File: config.mk
export PLATFORM = sky130hd
export DESIGN_NAME = length_prefix_deframer
export DESIGN_NICKNAME = d
export VERILOG_FILES = /design/src/rtl/lpd_pkg.sv /design/src/rtl/length_prefix_deframer.sv /design/src/rtl/lpd_front.sv /design/src/rtl/lpd_fifo.sv
export VERILOG_INCLUDE_DIRS = /design/src /design/src/rtl
export SDC_FILE = /design/constraint.sdc
export NUM_CORES = 1
export LEC_CHECK = 0
export BUFFER_PORTS_ARGS = -buffer_cell sky130_fd_sc_hd__buf_4
export CORE_MARGIN = 5
export CORE_UTILIZATION = 40
export CTS_CLUSTER_DIAMETER = 30
export DETAILED_ROUTE_END_ITERATION = 7
export PLACE_DENSITY = 0.54
export SLEW_MARGIN = 20
export SYNTH_ARGS = -nofsm -noshare
export SYNTH_HDL_FRONTEND = slang
export SYNTH_HIERARCHICAL = 1
export SYNTH_SLANG_ARGS = --single-unit
File: constraint.sdc
create_clock -name clk -period 4.3 [get_ports clk]
set_input_delay 0.86 -clock clk [delete_from_list [all_inputs] [get_ports clk]]
set_output_delay 0.86 -clock clk [all_outputs]
set_load 0.01 [all_outputs]
File: src/rtl/length_prefix_deframer_assert.svh
// assertion macros for the length prefix deframer
// depends on nothing; taken in by the top level
`ifndef LENGTH_PREFIX_DEFRAMER_ASSERT_SVH
`define LENGTH_PREFIX_DEFRAMER_ASSERT_SVH

`ifndef SYNTH
`define LPD_ASSERT_NOW(label, clk, rst_n, ante, cons) \
    label: assert property (@(posedge clk) disable iff (!rst_n) (ante) |-> (cons)) \
        else $error("lpd assertion failed");
`define LPD_ASSERT_NEXT(label, clk, rst_n, ante, cons) \
    label: assert property (@(posedge clk) disable iff (!rst_n) (ante) |=> (cons)) \
        else $error("lpd assertion failed");
`else
`define LPD_ASSERT_NOW(label, clk, rst_n, ante, cons)
`define LPD_ASSERT_NEXT(label, clk, rst_n, ante, cons)
`endif

`endif

File: src/rtl/lpd_pkg.sv
// shared types and constants of the length prefix deframer
// depends on nothing
package lpd_pkg;

    localparam int LPD_MAX_HEADER_BYTES = 8;
    localparam int LPD_FIFO_DEPTH       = 4;
    localparam int LPD_LEN_W            = 64;
    localparam int LPD_CFG_W            = 4;

    localparam logic [LPD_CFG_W-1:0] LPD_HEADER_BYTES_RESET = 4'd4;
    localparam logic                 LPD_BIG_ENDIAN_RESET   = 1'b1;

    typedef enum logic [0:0] {
        LPD_REG_HEADER_BYTES = 1'b0,
        LPD_REG_BIG_ENDIAN   = 1'b1
    } lpd_reg_t;

    typedef enum logic [0:0] {
        LPD_HEADER  = 1'b0,
        LPD_PAYLOAD = 1'b1
    } lpd_state_t;

    typedef struct packed {
        logic [7:0] payload_byte;
        logic       message_end;
        logic       empty_message;
    } lpd_result_t;

endpackage

File: src/rtl/length_prefix_deframer.sv
// top level of the length prefix deframer
// depends on lpd_pkg, lpd_front, lpd_fifo and length_prefix_deframer_assert.svh
//
// Splits a byte stream into length-prefixed messages. Each message starts with a
// header of header_bytes bytes (clamped to 1..MAX_HEADER_BYTES), big- or
// little-endian per big_endian; header bytes give no result. The next length
// bytes come out as payload with message_end on the last; a zero length gives
// one result with empty_message and message_end set. One byte is taken per
// cycle while full is low. Results are written into a FIFO_DEPTH-entry queue
// and show on the ports once earlier ones are popped; full is high while that
// queue holds FIFO_DEPTH results, so a consumer that pops every cycle never
// stalls the input. Configuration writes take effect on the next byte.
`include "length_prefix_deframer_assert.svh"

module length_prefix_deframer #(
    parameter int MAX_HEADER_BYTES = lpd_pkg::LPD_MAX_HEADER_BYTES,
    parameter int FIFO_DEPTH       = lpd_pkg::LPD_FIFO_DEPTH
) (
    input  logic                           clk,
    input  logic                           rst_n,
    input  logic                           cfg_write,
    input  logic [0:0]                     cfg_index,
    input  logic [lpd_pkg::LPD_CFG_W-1:0]  cfg_data,
    input  logic                           push,
    output logic                           full,
    input  logic [7:0]                     stream_byte,
    output logic                           empty,
    input  logic                           pop,
    output logic [7:0]                     payload_byte,
    output logic                           message_end,
    output logic                           empty_message
);

    logic                 accept;
    logic                 res_valid;
    lpd_pkg::lpd_result_t res;
    lpd_pkg::lpd_result_t head;

    assign accept = push && !full;

    lpd_front #(
        .MAX_HEADER_BYTES (MAX_HEADER_BYTES)
    ) u_front (
        .clk         (clk),
        .rst_n       (rst_n),
        .cfg_write   (cfg_write),
        .cfg_index   (cfg_index),
        .cfg_data    (cfg_data),
        .accept      (accept),
        .stream_byte (stream_byte),
        .res_valid   (res_valid),
        .res         (res)
    );

    lpd_fifo #(
        .DEPTH (FIFO_DEPTH)
    ) u_fifo (
        .clk     (clk),
        .rst_n   (rst_n),
        .wr_en   (res_valid),
        .wr_data (res),
        .rd_en   (pop),
        .rd_data (head),
        .full    (full),
        .empty   (empty)
    );

    assign payload_byte  = head.payload_byte;
    assign message_end   = head.message_end;
    assign empty_message = head.empty_message;

    `LPD_ASSERT_NOW(a_result_only_on_transfer, clk, rst_n, res_valid, accept)
    `LPD_ASSERT_NOW(a_empty_marker_form, clk, rst_n, !empty && empty_message,
        message_end && (payload_byte == 8'h00))
    `LPD_ASSERT_NEXT(a_result_reaches_port, clk, rst_n, res_valid && empty, !empty)

endmodule

File: src/rtl/lpd_front.sv
// front part: configuration registers, header collection and payload counting
// depends on lpd_pkg; feeds result items into lpd_fifo
module lpd_front #(
    parameter int MAX_HEADER_BYTES = lpd_pkg::LPD_MAX_HEADER_BYTES
) (
    input  logic                           clk,
    input  logic                           rst_n,
    input  logic                           cfg_write,
    input  logic [0:0]                     cfg_index,
    input  logic [lpd_pkg::LPD_CFG_W-1:0]  cfg_data,
    input  logic                           accept,
    input  logic [7:0]                     stream_byte,
    output logic                           res_valid,
    output lpd_pkg::lpd_result_t           res
);

    lpd_pkg::lpd_state_t state_reg, state_next;
    logic [3:0]                     header_count_reg, header_count_next;
    logic [lpd_pkg::LPD_LEN_W-1:0]  length_accum_reg, length_accum_next;
    logic [lpd_pkg::LPD_LEN_W-1:0]  bytes_left_reg, bytes_left_next;
    logic [lpd_pkg::LPD_CFG_W-1:0]  header_bytes_reg;
    logic                           big_endian_reg;

    logic [3:0]                     eff_width;
    logic [3:0]                     count_inc;
    logic [lpd_pkg::LPD_LEN_W-1:0]  accum_le;
    logic [lpd_pkg::LPD_LEN_W-1:0]  accum_new;

    // configuration
    always_ff @(posedge clk or negedge rst_n)
    begin
        if (!rst_n)
        begin
            header_bytes_reg <= lpd_pkg::LPD_HEADER_BYTES_RESET;
            big_endian_reg   <= lpd_pkg::LPD_BIG_ENDIAN_RESET;
        end
        else if (cfg_write)
        begin
            case (lpd_pkg::lpd_reg_t'(cfg_index))
                lpd_pkg::LPD_REG_HEADER_BYTES: header_bytes_reg <= cfg_data;
                lpd_pkg::LPD_REG_BIG_ENDIAN:   big_endian_reg   <= cfg_data[0];
                default: ;
            endcase
        end
    end

    always_ff @(posedge clk or negedge rst_n)
    begin
        if (!rst_n)
        begin
            state_reg        <= lpd_pkg::LPD_HEADER;
            header_count_reg <= '0;
            length_accum_reg <= '0;
            bytes_left_reg   <= '0;
        end
        else
        begin
            state_reg        <= state_next;
            header_count_reg <= header_count_next;
            length_accum_reg <= length_accum_next;
            bytes_left_reg   <= bytes_left_next;
        end
    end

    always_comb
    begin
        if (header_bytes_reg == 4'd0)
            eff_width = 4'd1;
        else if (header_bytes_reg > 4'(MAX_HEADER_BYTES))
            eff_width = 4'(MAX_HEADER_BYTES);
        else
            eff_width = header_bytes_reg;
    end

    assign count_inc = header_count_reg + 4'd1;

    // little-endian placement: one byte lane selected by the count
    always_comb
    begin
        for (int i = 0; i < 8; i++)
        begin
            accum_le[8*i +: 8] = length_accum_reg[8*i +: 8]
                | ((header_count_reg[2:0] == 3'(i)) ? stream_byte : 8'h00);
        end
    end

    assign accum_new = big_endian_reg
        ? {length_accum_reg[lpd_pkg::LPD_LEN_W-9:0], stream_byte} : accum_le;

    always_comb
    begin
        state_next        = state_reg;
        header_count_next = header_count_reg;
        length_accum_next = length_accum_reg;
        bytes_left_next   = bytes_left_reg;
        res_valid         = 1'b0;
        res               = '0;
        case (state_reg)
            lpd_pkg::LPD_PAYLOAD:
            begin
                if (accept)
                begin
                    bytes_left_next   = bytes_left_reg - 64'd1;
                    res_valid         = 1'b1;
                    res.payload_byte  = stream_byte;
                    res.message_end   = (bytes_left_reg == 64'd1);
                    if (bytes_left_reg == 64'd1)
                        state_next = lpd_pkg::LPD_HEADER;
                end
            end
            lpd_pkg::LPD_HEADER:
            begin
                if (accept)
                begin
                    if (count_inc < eff_width)
                    begin
                        header_count_next = count_inc;
                        length_accum_next = accum_new;
                    end
                    else
                    begin
                        header_count_next = '0;
                        length_accum_next = '0;
                        if (accum_new == '0)
                        begin
                            res_valid         = 1'b1;
                            res.message_end   = 1'b1;
                            res.empty_message = 1'b1;
                        end
                        else
                        begin
                            bytes_left_next = accum_new;
                            state_next      = lpd_pkg::LPD_PAYLOAD;
                        end
                    end
                end
            end
            default:
            begin
                state_next = lpd_pkg::LPD_HEADER;
            end
        endcase
    end

endmodule

File: src/rtl/lpd_fifo.sv
// back part: short result queue that drives the result ports
// depends on lpd_pkg; written by lpd_front
module lpd_fifo #(
    parameter int DEPTH = lpd_pkg::LPD_FIFO_DEPTH
) (
    input  logic                  clk,
    input  logic                  rst_n,
    input  logic                  wr_en,
    input  lpd_pkg::lpd_result_t  wr_data,
    input  logic                  rd_en,
    output lpd_pkg::lpd_result_t  rd_data,
    output logic                  full,
    output logic                  empty
);

    localparam int PTR_W = (DEPTH > 1) ? $clog2(DEPTH) : 1;
    localparam int CNT_W = $clog2(DEPTH + 1);

    lpd_pkg::lpd_result_t mem_reg [DEPTH];
    logic [PTR_W-1:0] wr_ptr_reg, rd_ptr_reg;
    logic [CNT_W-1:0] count_reg;
    logic             do_wr, do_rd;

    assign full    = (count_reg == CNT_W'(DEPTH));
    assign empty   = (count_reg == '0);
    assign do_wr   = wr_en && !full;
    assign do_rd   = rd_en && !empty;
    assign rd_data = mem_reg[rd_ptr_reg];

    always_ff @(posedge clk)
    begin
        if (do_wr)
            mem_reg[wr_ptr_reg] <= wr_data;
    end

    always_ff @(posedge clk or negedge rst_n)
    begin
        if (!rst_n)
        begin
            wr_ptr_reg <= '0;
            rd_ptr_reg <= '0;
            count_reg  <= '0;
        end
        else
        begin
            if (do_wr)
                wr_ptr_reg <= (wr_ptr_reg == PTR_W'(DEPTH - 1)) ? '0 : wr_ptr_reg + PTR_W'(1);
            if (do_rd)
                rd_ptr_reg <= (rd_ptr_reg == PTR_W'(DEPTH - 1)) ? '0 : rd_ptr_reg + PTR_W'(1);
            if (do_wr && !do_rd)
                count_reg <= count_reg + CNT_W'(1);
            else if (do_rd && !do_wr)
                count_reg <= count_reg - CNT_W'(1);
        end
    end

endmodule
==> impl_metrics.prom <==
# TYPE chip_impl_metric gauge
chip_impl_metric{name="post-route-drc-count",unit=""} 0
chip_impl_metric{name="met1_usage",unit="%"} 32.28
chip_impl_metric{name="cellLeakagePower",unit="nW"} 5.164
chip_impl_metric{name="die_x",unit="µm"} 172.1
chip_impl_info{name="tritoncts_clock_tree",value="built"} 1
chip_impl_metric{name="p_sw",unit="mW"} 3.201
chip_impl_metric{name="fp-row-count",unit=""} 59
chip_impl_metric{name="floorplan.initialDensity",unit="%"} 40.43
chip_impl_metric{name="vias_per_cell",unit=""} 6.064
chip_impl_metric{name="synth_compound_area_share",unit="%"} 22.64
chip_impl_metric{name="post_cts_buffers",unit=""} 0
chip_impl_metric{name="finalHoldViolCount",unit=""} 0
chip_impl_metric{name="worst_clock_skew",unit="ns"} 0.01252
chip_impl_metric{name="power.combinational.fraction",unit="%"} 42.8
chip_impl_metric{name="post_synthesis_share_of_cell_area_spent_on_and_or_nand_and_nor_gates",unit="%"} 17.33
chip_impl_metric{name="synth-async-reset-ratio",unit="%"} 78.38
chip_impl_metric{name="max_slew.worst_pin.slew",unit="ns"} 0.9072
chip_impl_metric{name="yosys_warnings",unit=""} 6
chip_impl_metric{name="dp_hpwl",unit="µm"} 23960
chip_impl_metric{name="area_growth_syn_to_layout",unit="%"} 16.06
chip_impl_metric{name="power.share.switching",unit="%"} 42.33
chip_impl_metric{name="worst_path_largest_cell_delay",unit="ns"} 0.75
chip_impl_metric{name="max-cap-violations",unit=""} 0
chip_impl_metric{name="synth.cell_area",unit="mm²"} 0.01051
chip_impl_metric{name="routed_wire_length_per_instance",unit="µm"} 22.62
chip_impl_info{name="min-delay-path-class",value="flip-flop to flip-flop"} 1
chip_impl_metric{name="postLayoutCoreUtil",unit="%"} 46.92
chip_impl_info{name="cp_cell_sequence",value="inv_2 > buf_4 > o21ai_1 > nand4_1 > or4_1 > nor4_4 > nand2_1 > o21ai_1 > nor2b_2 > ha_1 > inv_1 > fa_1 > xor2_1 > nor2_1 > xor2_1"} 1
chip_impl_metric{name="synthesis.nets",unit=""} 1124
chip_impl_metric{name="ir_worst_vdd",unit="µV"} 440.2
chip_impl_metric{name="nets",unit=""} 1181
chip_impl_metric{name="dr.first_iter.drc_count",unit=""} 837
chip_impl_metric{name="cp_data_required_time",unit="ns"} 4.67
chip_impl_metric{name="reg2reg_depth",unit=""} 15
chip_impl_metric{name="final_layout_size_suffix_gt1_share",unit="%"} 18.74
chip_impl_metric{name="synthMuxAreaShare",unit="%"} 6.848
chip_impl_metric{name="critPathMaxFanout",unit=""} 19
chip_impl_metric{name="dieHeight",unit="µm"} 172.1
chip_impl_info{name="synth_top_cells_by_area",value="sky130_fd_sc_hd__dfrtp_1 (34%), sky130_fd_sc_hd__edfxtp_1 (11%), sky130_fd_sc_hd__nand2_1 (5.1%)"} 1
chip_impl_metric{name="drt_first_pass_iters",unit=""} 5
chip_impl_metric{name="fp.coreArea",unit="mm²"} 0.02598
chip_impl_info{name="type_of_the_worst_setup_path",value="flip-flop to flip-flop"} 1
chip_impl_metric{name="fin_cells",unit=""} 1493
chip_impl_info{name="timing.hold.worst.start",value="u_front/length_accum_reg[63]"} 1
chip_impl_metric{name="min_period_over_period",unit="%"} 93.46
chip_impl_metric{name="distinct_cells_synth",unit=""} 74
chip_impl_metric{name="met3_usage",unit="%"} 3.864
chip_impl_info{name="busiest_layer_in_global_routing",value="met2"} 1
chip_impl_info{name="reg2reg_from",value="u_front/big_endian_reg"} 1
chip_impl_metric{name="sequentialPowerShare",unit="%"} 36.4
chip_impl_info{name="synth_top_cell_by_area",value="sky130_fd_sc_hd__dfrtp_1"} 1
chip_impl_metric{name="grt_max_degree",unit=""} 93
chip_impl_metric{name="htree_num_levels",unit=""} 4
chip_impl_metric{name="power_density",unit="mW/mm²"} 620.4
chip_impl_metric{name="setup_violations",unit=""} 0
chip_impl_metric{name="clkLatencyLatePin",unit="ns"} 0.45
chip_impl_metric{name="ys_ff_latch",unit=""} 185
chip_impl_metric{name="detailroute.via_count",unit=""} 9054
chip_impl_metric{name="pin_count",unit=""} 30
chip_impl_metric{name="max_clock_freq",unit="MHz"} 248.8
chip_impl_metric{name="place_worst_setup_slack",unit="ns"} 0.05160
chip_impl_info{name="synth_top_family_by_area",value="compound AO/OA/AOI/OAI gates"} 1
chip_impl_metric{name="synth-seq-area-share",unit="%"} 46.00
chip_impl_metric{name="antenna_found_initial",unit=""} 0
chip_impl_metric{name="tritoncts.num_buffers",unit=""} 17
chip_impl_metric{name="minimum_setup_slack_in_the_final_design",unit="ns"} 0.2811
chip_impl_info{name="status",value="complete, no violations"} 1
chip_impl_metric{name="timing.final.crit_period",unit="ns"} 4.019
chip_impl_info{name="crit_path_end_kind",value="flip-flop"} 1
chip_impl_info{name="postSynth.topFlopCell",value="sky130_fd_sc_hd__dfrtp_1"} 1
chip_impl_metric{name="synth_largest_type_area_fraction",unit="%"} 34.06
chip_impl_metric{name="fp.dieArea",unit="mm²"} 0.02960
chip_impl_metric{name="setup_total_negative_slack",unit="ns"} 0
chip_impl_metric{name="report.final.slew_viol_count",unit=""} 0
chip_impl_metric{name="syn_area_per_cell",unit="µm²"} 9.655
chip_impl_metric{name="post-place-cells",unit=""} 1461
chip_impl_metric{name="critPathBufInv",unit=""} 3
chip_impl_metric{name="worst-endpoint-arrival",unit="ns"} 4.39
chip_impl_metric{name="cts_sinks",unit=""} 185
chip_impl_metric{name="synth_edf_count",unit=""} 40
chip_impl_metric{name="reg2reg_slack",unit="ns"} 0.28
chip_impl_metric{name="diodes",unit=""} 0
chip_impl_metric{name="wire_length_of_the_first_global_routing_pass",unit="µm"} 52320
chip_impl_metric{name="syn-instance-count",unit=""} 1088
chip_impl_metric{name="final_antenna_net_count",unit=""} 0
chip_impl_metric{name="number_of_global_route_vias_before_repair",unit=""} 8475
chip_impl_metric{name="whs_path_depth",unit=""} 2
chip_impl_info{name="path_delay_family",value="simple AND/OR/NAND/NOR gates"} 1
chip_impl_info{name="startpoint_type",value="flip-flop"} 1
chip_impl_metric{name="grt.met2_usage",unit="%"} 35.72
chip_impl_metric{name="clk_pin_slew_worst_paths",unit="ns"} 0.08
chip_impl_metric{name="rd_place_congestion",unit=""} 0.9249
chip_impl_metric{name="grt_util_all_layers",unit="%"} 23.15
chip_impl_info{name="crit-reg2reg-capture",value="u_fifo/count_reg[2]"} 1
chip_impl_info{name="clock-root-buffer",value="sky130_fd_sc_hd__clkbuf_16"} 1
chip_impl_metric{name="p_clk_share",unit="%"} 20.8
chip_impl_info{name="hold_path_end",value="u_front/length_accum_reg[63]"} 1
chip_impl_info{name="unrepaired_setup_endpoints_after_global_routing",value="no"} 1
chip_impl_metric{name="post_synth_fa_ha_maj_area_fraction",unit="%"} 2.215
chip_impl_metric{name="synth-xor-area-share",unit="%"} 0.3335
chip_impl_metric{name="slew_headroom",unit="%"} 39.52
chip_impl_metric{name="total_global_routing_overflow",unit=""} 0
chip_impl_metric{name="p_int",unit="mW"} 4.362
chip_impl_info{name="worst_path_max_delay_cell",value="sky130_fd_sc_hd__dfstp_4"} 1
chip_impl_metric{name="cts.path.max_buffers",unit=""} 2
chip_impl_metric{name="number_of_buffer_cells_added_on_primary_ports",unit=""} 29
chip_impl_metric{name="final_routed_wirelength_across_all_metal_layers",unit="µm"} 33780
## through the flow
step                hold WS [ns]  area (µm²)  power, mW
global placement          0.4761       11590      5.977
finish                    0.5000       12190      7.564
CTS                       0.4954       12170      7.586
floorplan                 0.4493       10510      4.463
global route              0.5134       12190      7.985
detailed placement        0.4772       11590      5.991
## Yosys cell counts, types with 17 or more instances
cell type	count
sky130_fd_sc_hd__inv_1	30
sky130_fd_sc_hd__buf_2	17
sky130_fd_sc_hd__nand3_1	29
sky130_fd_sc_hd__a21oi_1	43
sky130_fd_sc_hd__nand2_1	142
sky130_fd_sc_hd__edfxtp_1	40
sky130_fd_sc_hd__nor3_1	31
sky130_fd_sc_hd__mux2i_1	25
sky130_fd_sc_hd__nor2_1	55
sky130_fd_sc_hd__o21ai_0	75
sky130_fd_sc_hd__ha_1	17
sky130_fd_sc_hd__a311o_1	23
sky130_fd_sc_hd__dfrtp_1	143
sky130_fd_sc_hd__clkbuf_1	62
sky130_fd_sc_hd__o31ai_1	61
## kinds of logic after synthesis
kind of cell,after synthesis
fa+ha+maj,18
xor+xnor,4
buf+inv,121
mux,56
simple gates,366
compound gates,338
flops,185
## worst min-delay path: stages (launching register included)
cell	delay (ns)
sky130_fd_sc_hd__dfrtp_1	0.36
sky130_fd_sc_hd__nand2_1	0.05
sky130_fd_sc_hd__o31ai_1	0.05
## power groups by stage
stage	Clock, mW	Sequential, mW	Combinational (mW)
finish	1.58	2.75	3.24
global route	1.69	2.81	3.48
CTS	1.62	2.75	3.22
detailed placement	0	2.78	3.21
global placement	0	2.78	3.20
floorplan	0	2.55	1.91
## worst max path at each step
stage                           startpoint                   to  slack (ns)  depth (start not counted)
global route        u_front/big_endian_reg  u_fifo/count_reg[2]        0.08                         15
CTS                 u_front/big_endian_reg  u_fifo/count_reg[2]        0.11                         15
floorplan                   stream_byte[0]  u_fifo/count_reg[2]        0.17                         16
global placement            stream_byte[0]  u_fifo/count_reg[2]        0.09                         15
finish              u_front/big_endian_reg  u_fifo/count_reg[2]        0.28                         15
detailed placement          stream_byte[5]  u_fifo/count_reg[2]        0.05                         15
## cell usage in the layout (no fill, tap or decap), types with 16 or more instances in the layout
cell type	Yosys	final
sky130_fd_sc_hd__dfrtp_1	143	142
sky130_fd_sc_hd__nand2_1	142	141
sky130_fd_sc_hd__buf_4	3	123
sky130_fd_sc_hd__o21ai_0	75	72
sky130_fd_sc_hd__o31ai_1	61	61
sky130_fd_sc_hd__nor2_1	55	55
sky130_fd_sc_hd__a21oi_1	43	42
sky130_fd_sc_hd__edfxtp_1	40	40
sky130_fd_sc_hd__nor3_1	31	31
sky130_fd_sc_hd__inv_1	30	30
sky130_fd_sc_hd__nand3_1	29	29
sky130_fd_sc_hd__mux2i_1	25	25
sky130_fd_sc_hd__a311o_1	23	23
sky130_fd_sc_hd__clkbuf_16	0	17
sky130_fd_sc_hd__mux2_2	16	16
sky130_fd_sc_hd__o2bb2ai_1	16	16
## final cells by class
type	instances	area, µm²
clock inverters	15	153.9
flip-flops and latches	185	4837
fillers	2520	13790
repair buffers	127	994.7
multi-input cells	782	5241
well taps	335	419.2
clock buffers	17	425.4
inverters	32	120.1
## per-layer routing
metal | share of wire (%) | vias up
li1 | - | 4232
met1 | 44 | 4459
met2 | 46 | 308
met3 | 5.9 | 55
met4 | 3.9 | 0
met5 | 0 | -
## repair_timing
| action | 4_1_cts | 5_1_grt |
|---|---|---|
| hold buffers | 0 | 0 |
| resized for setup | 0 | 8 |
| hold endpoints to repair | 0 | 0 |
| setup endpoints to repair | 0 | 2 |
Power figures use the tool's default switching activity.
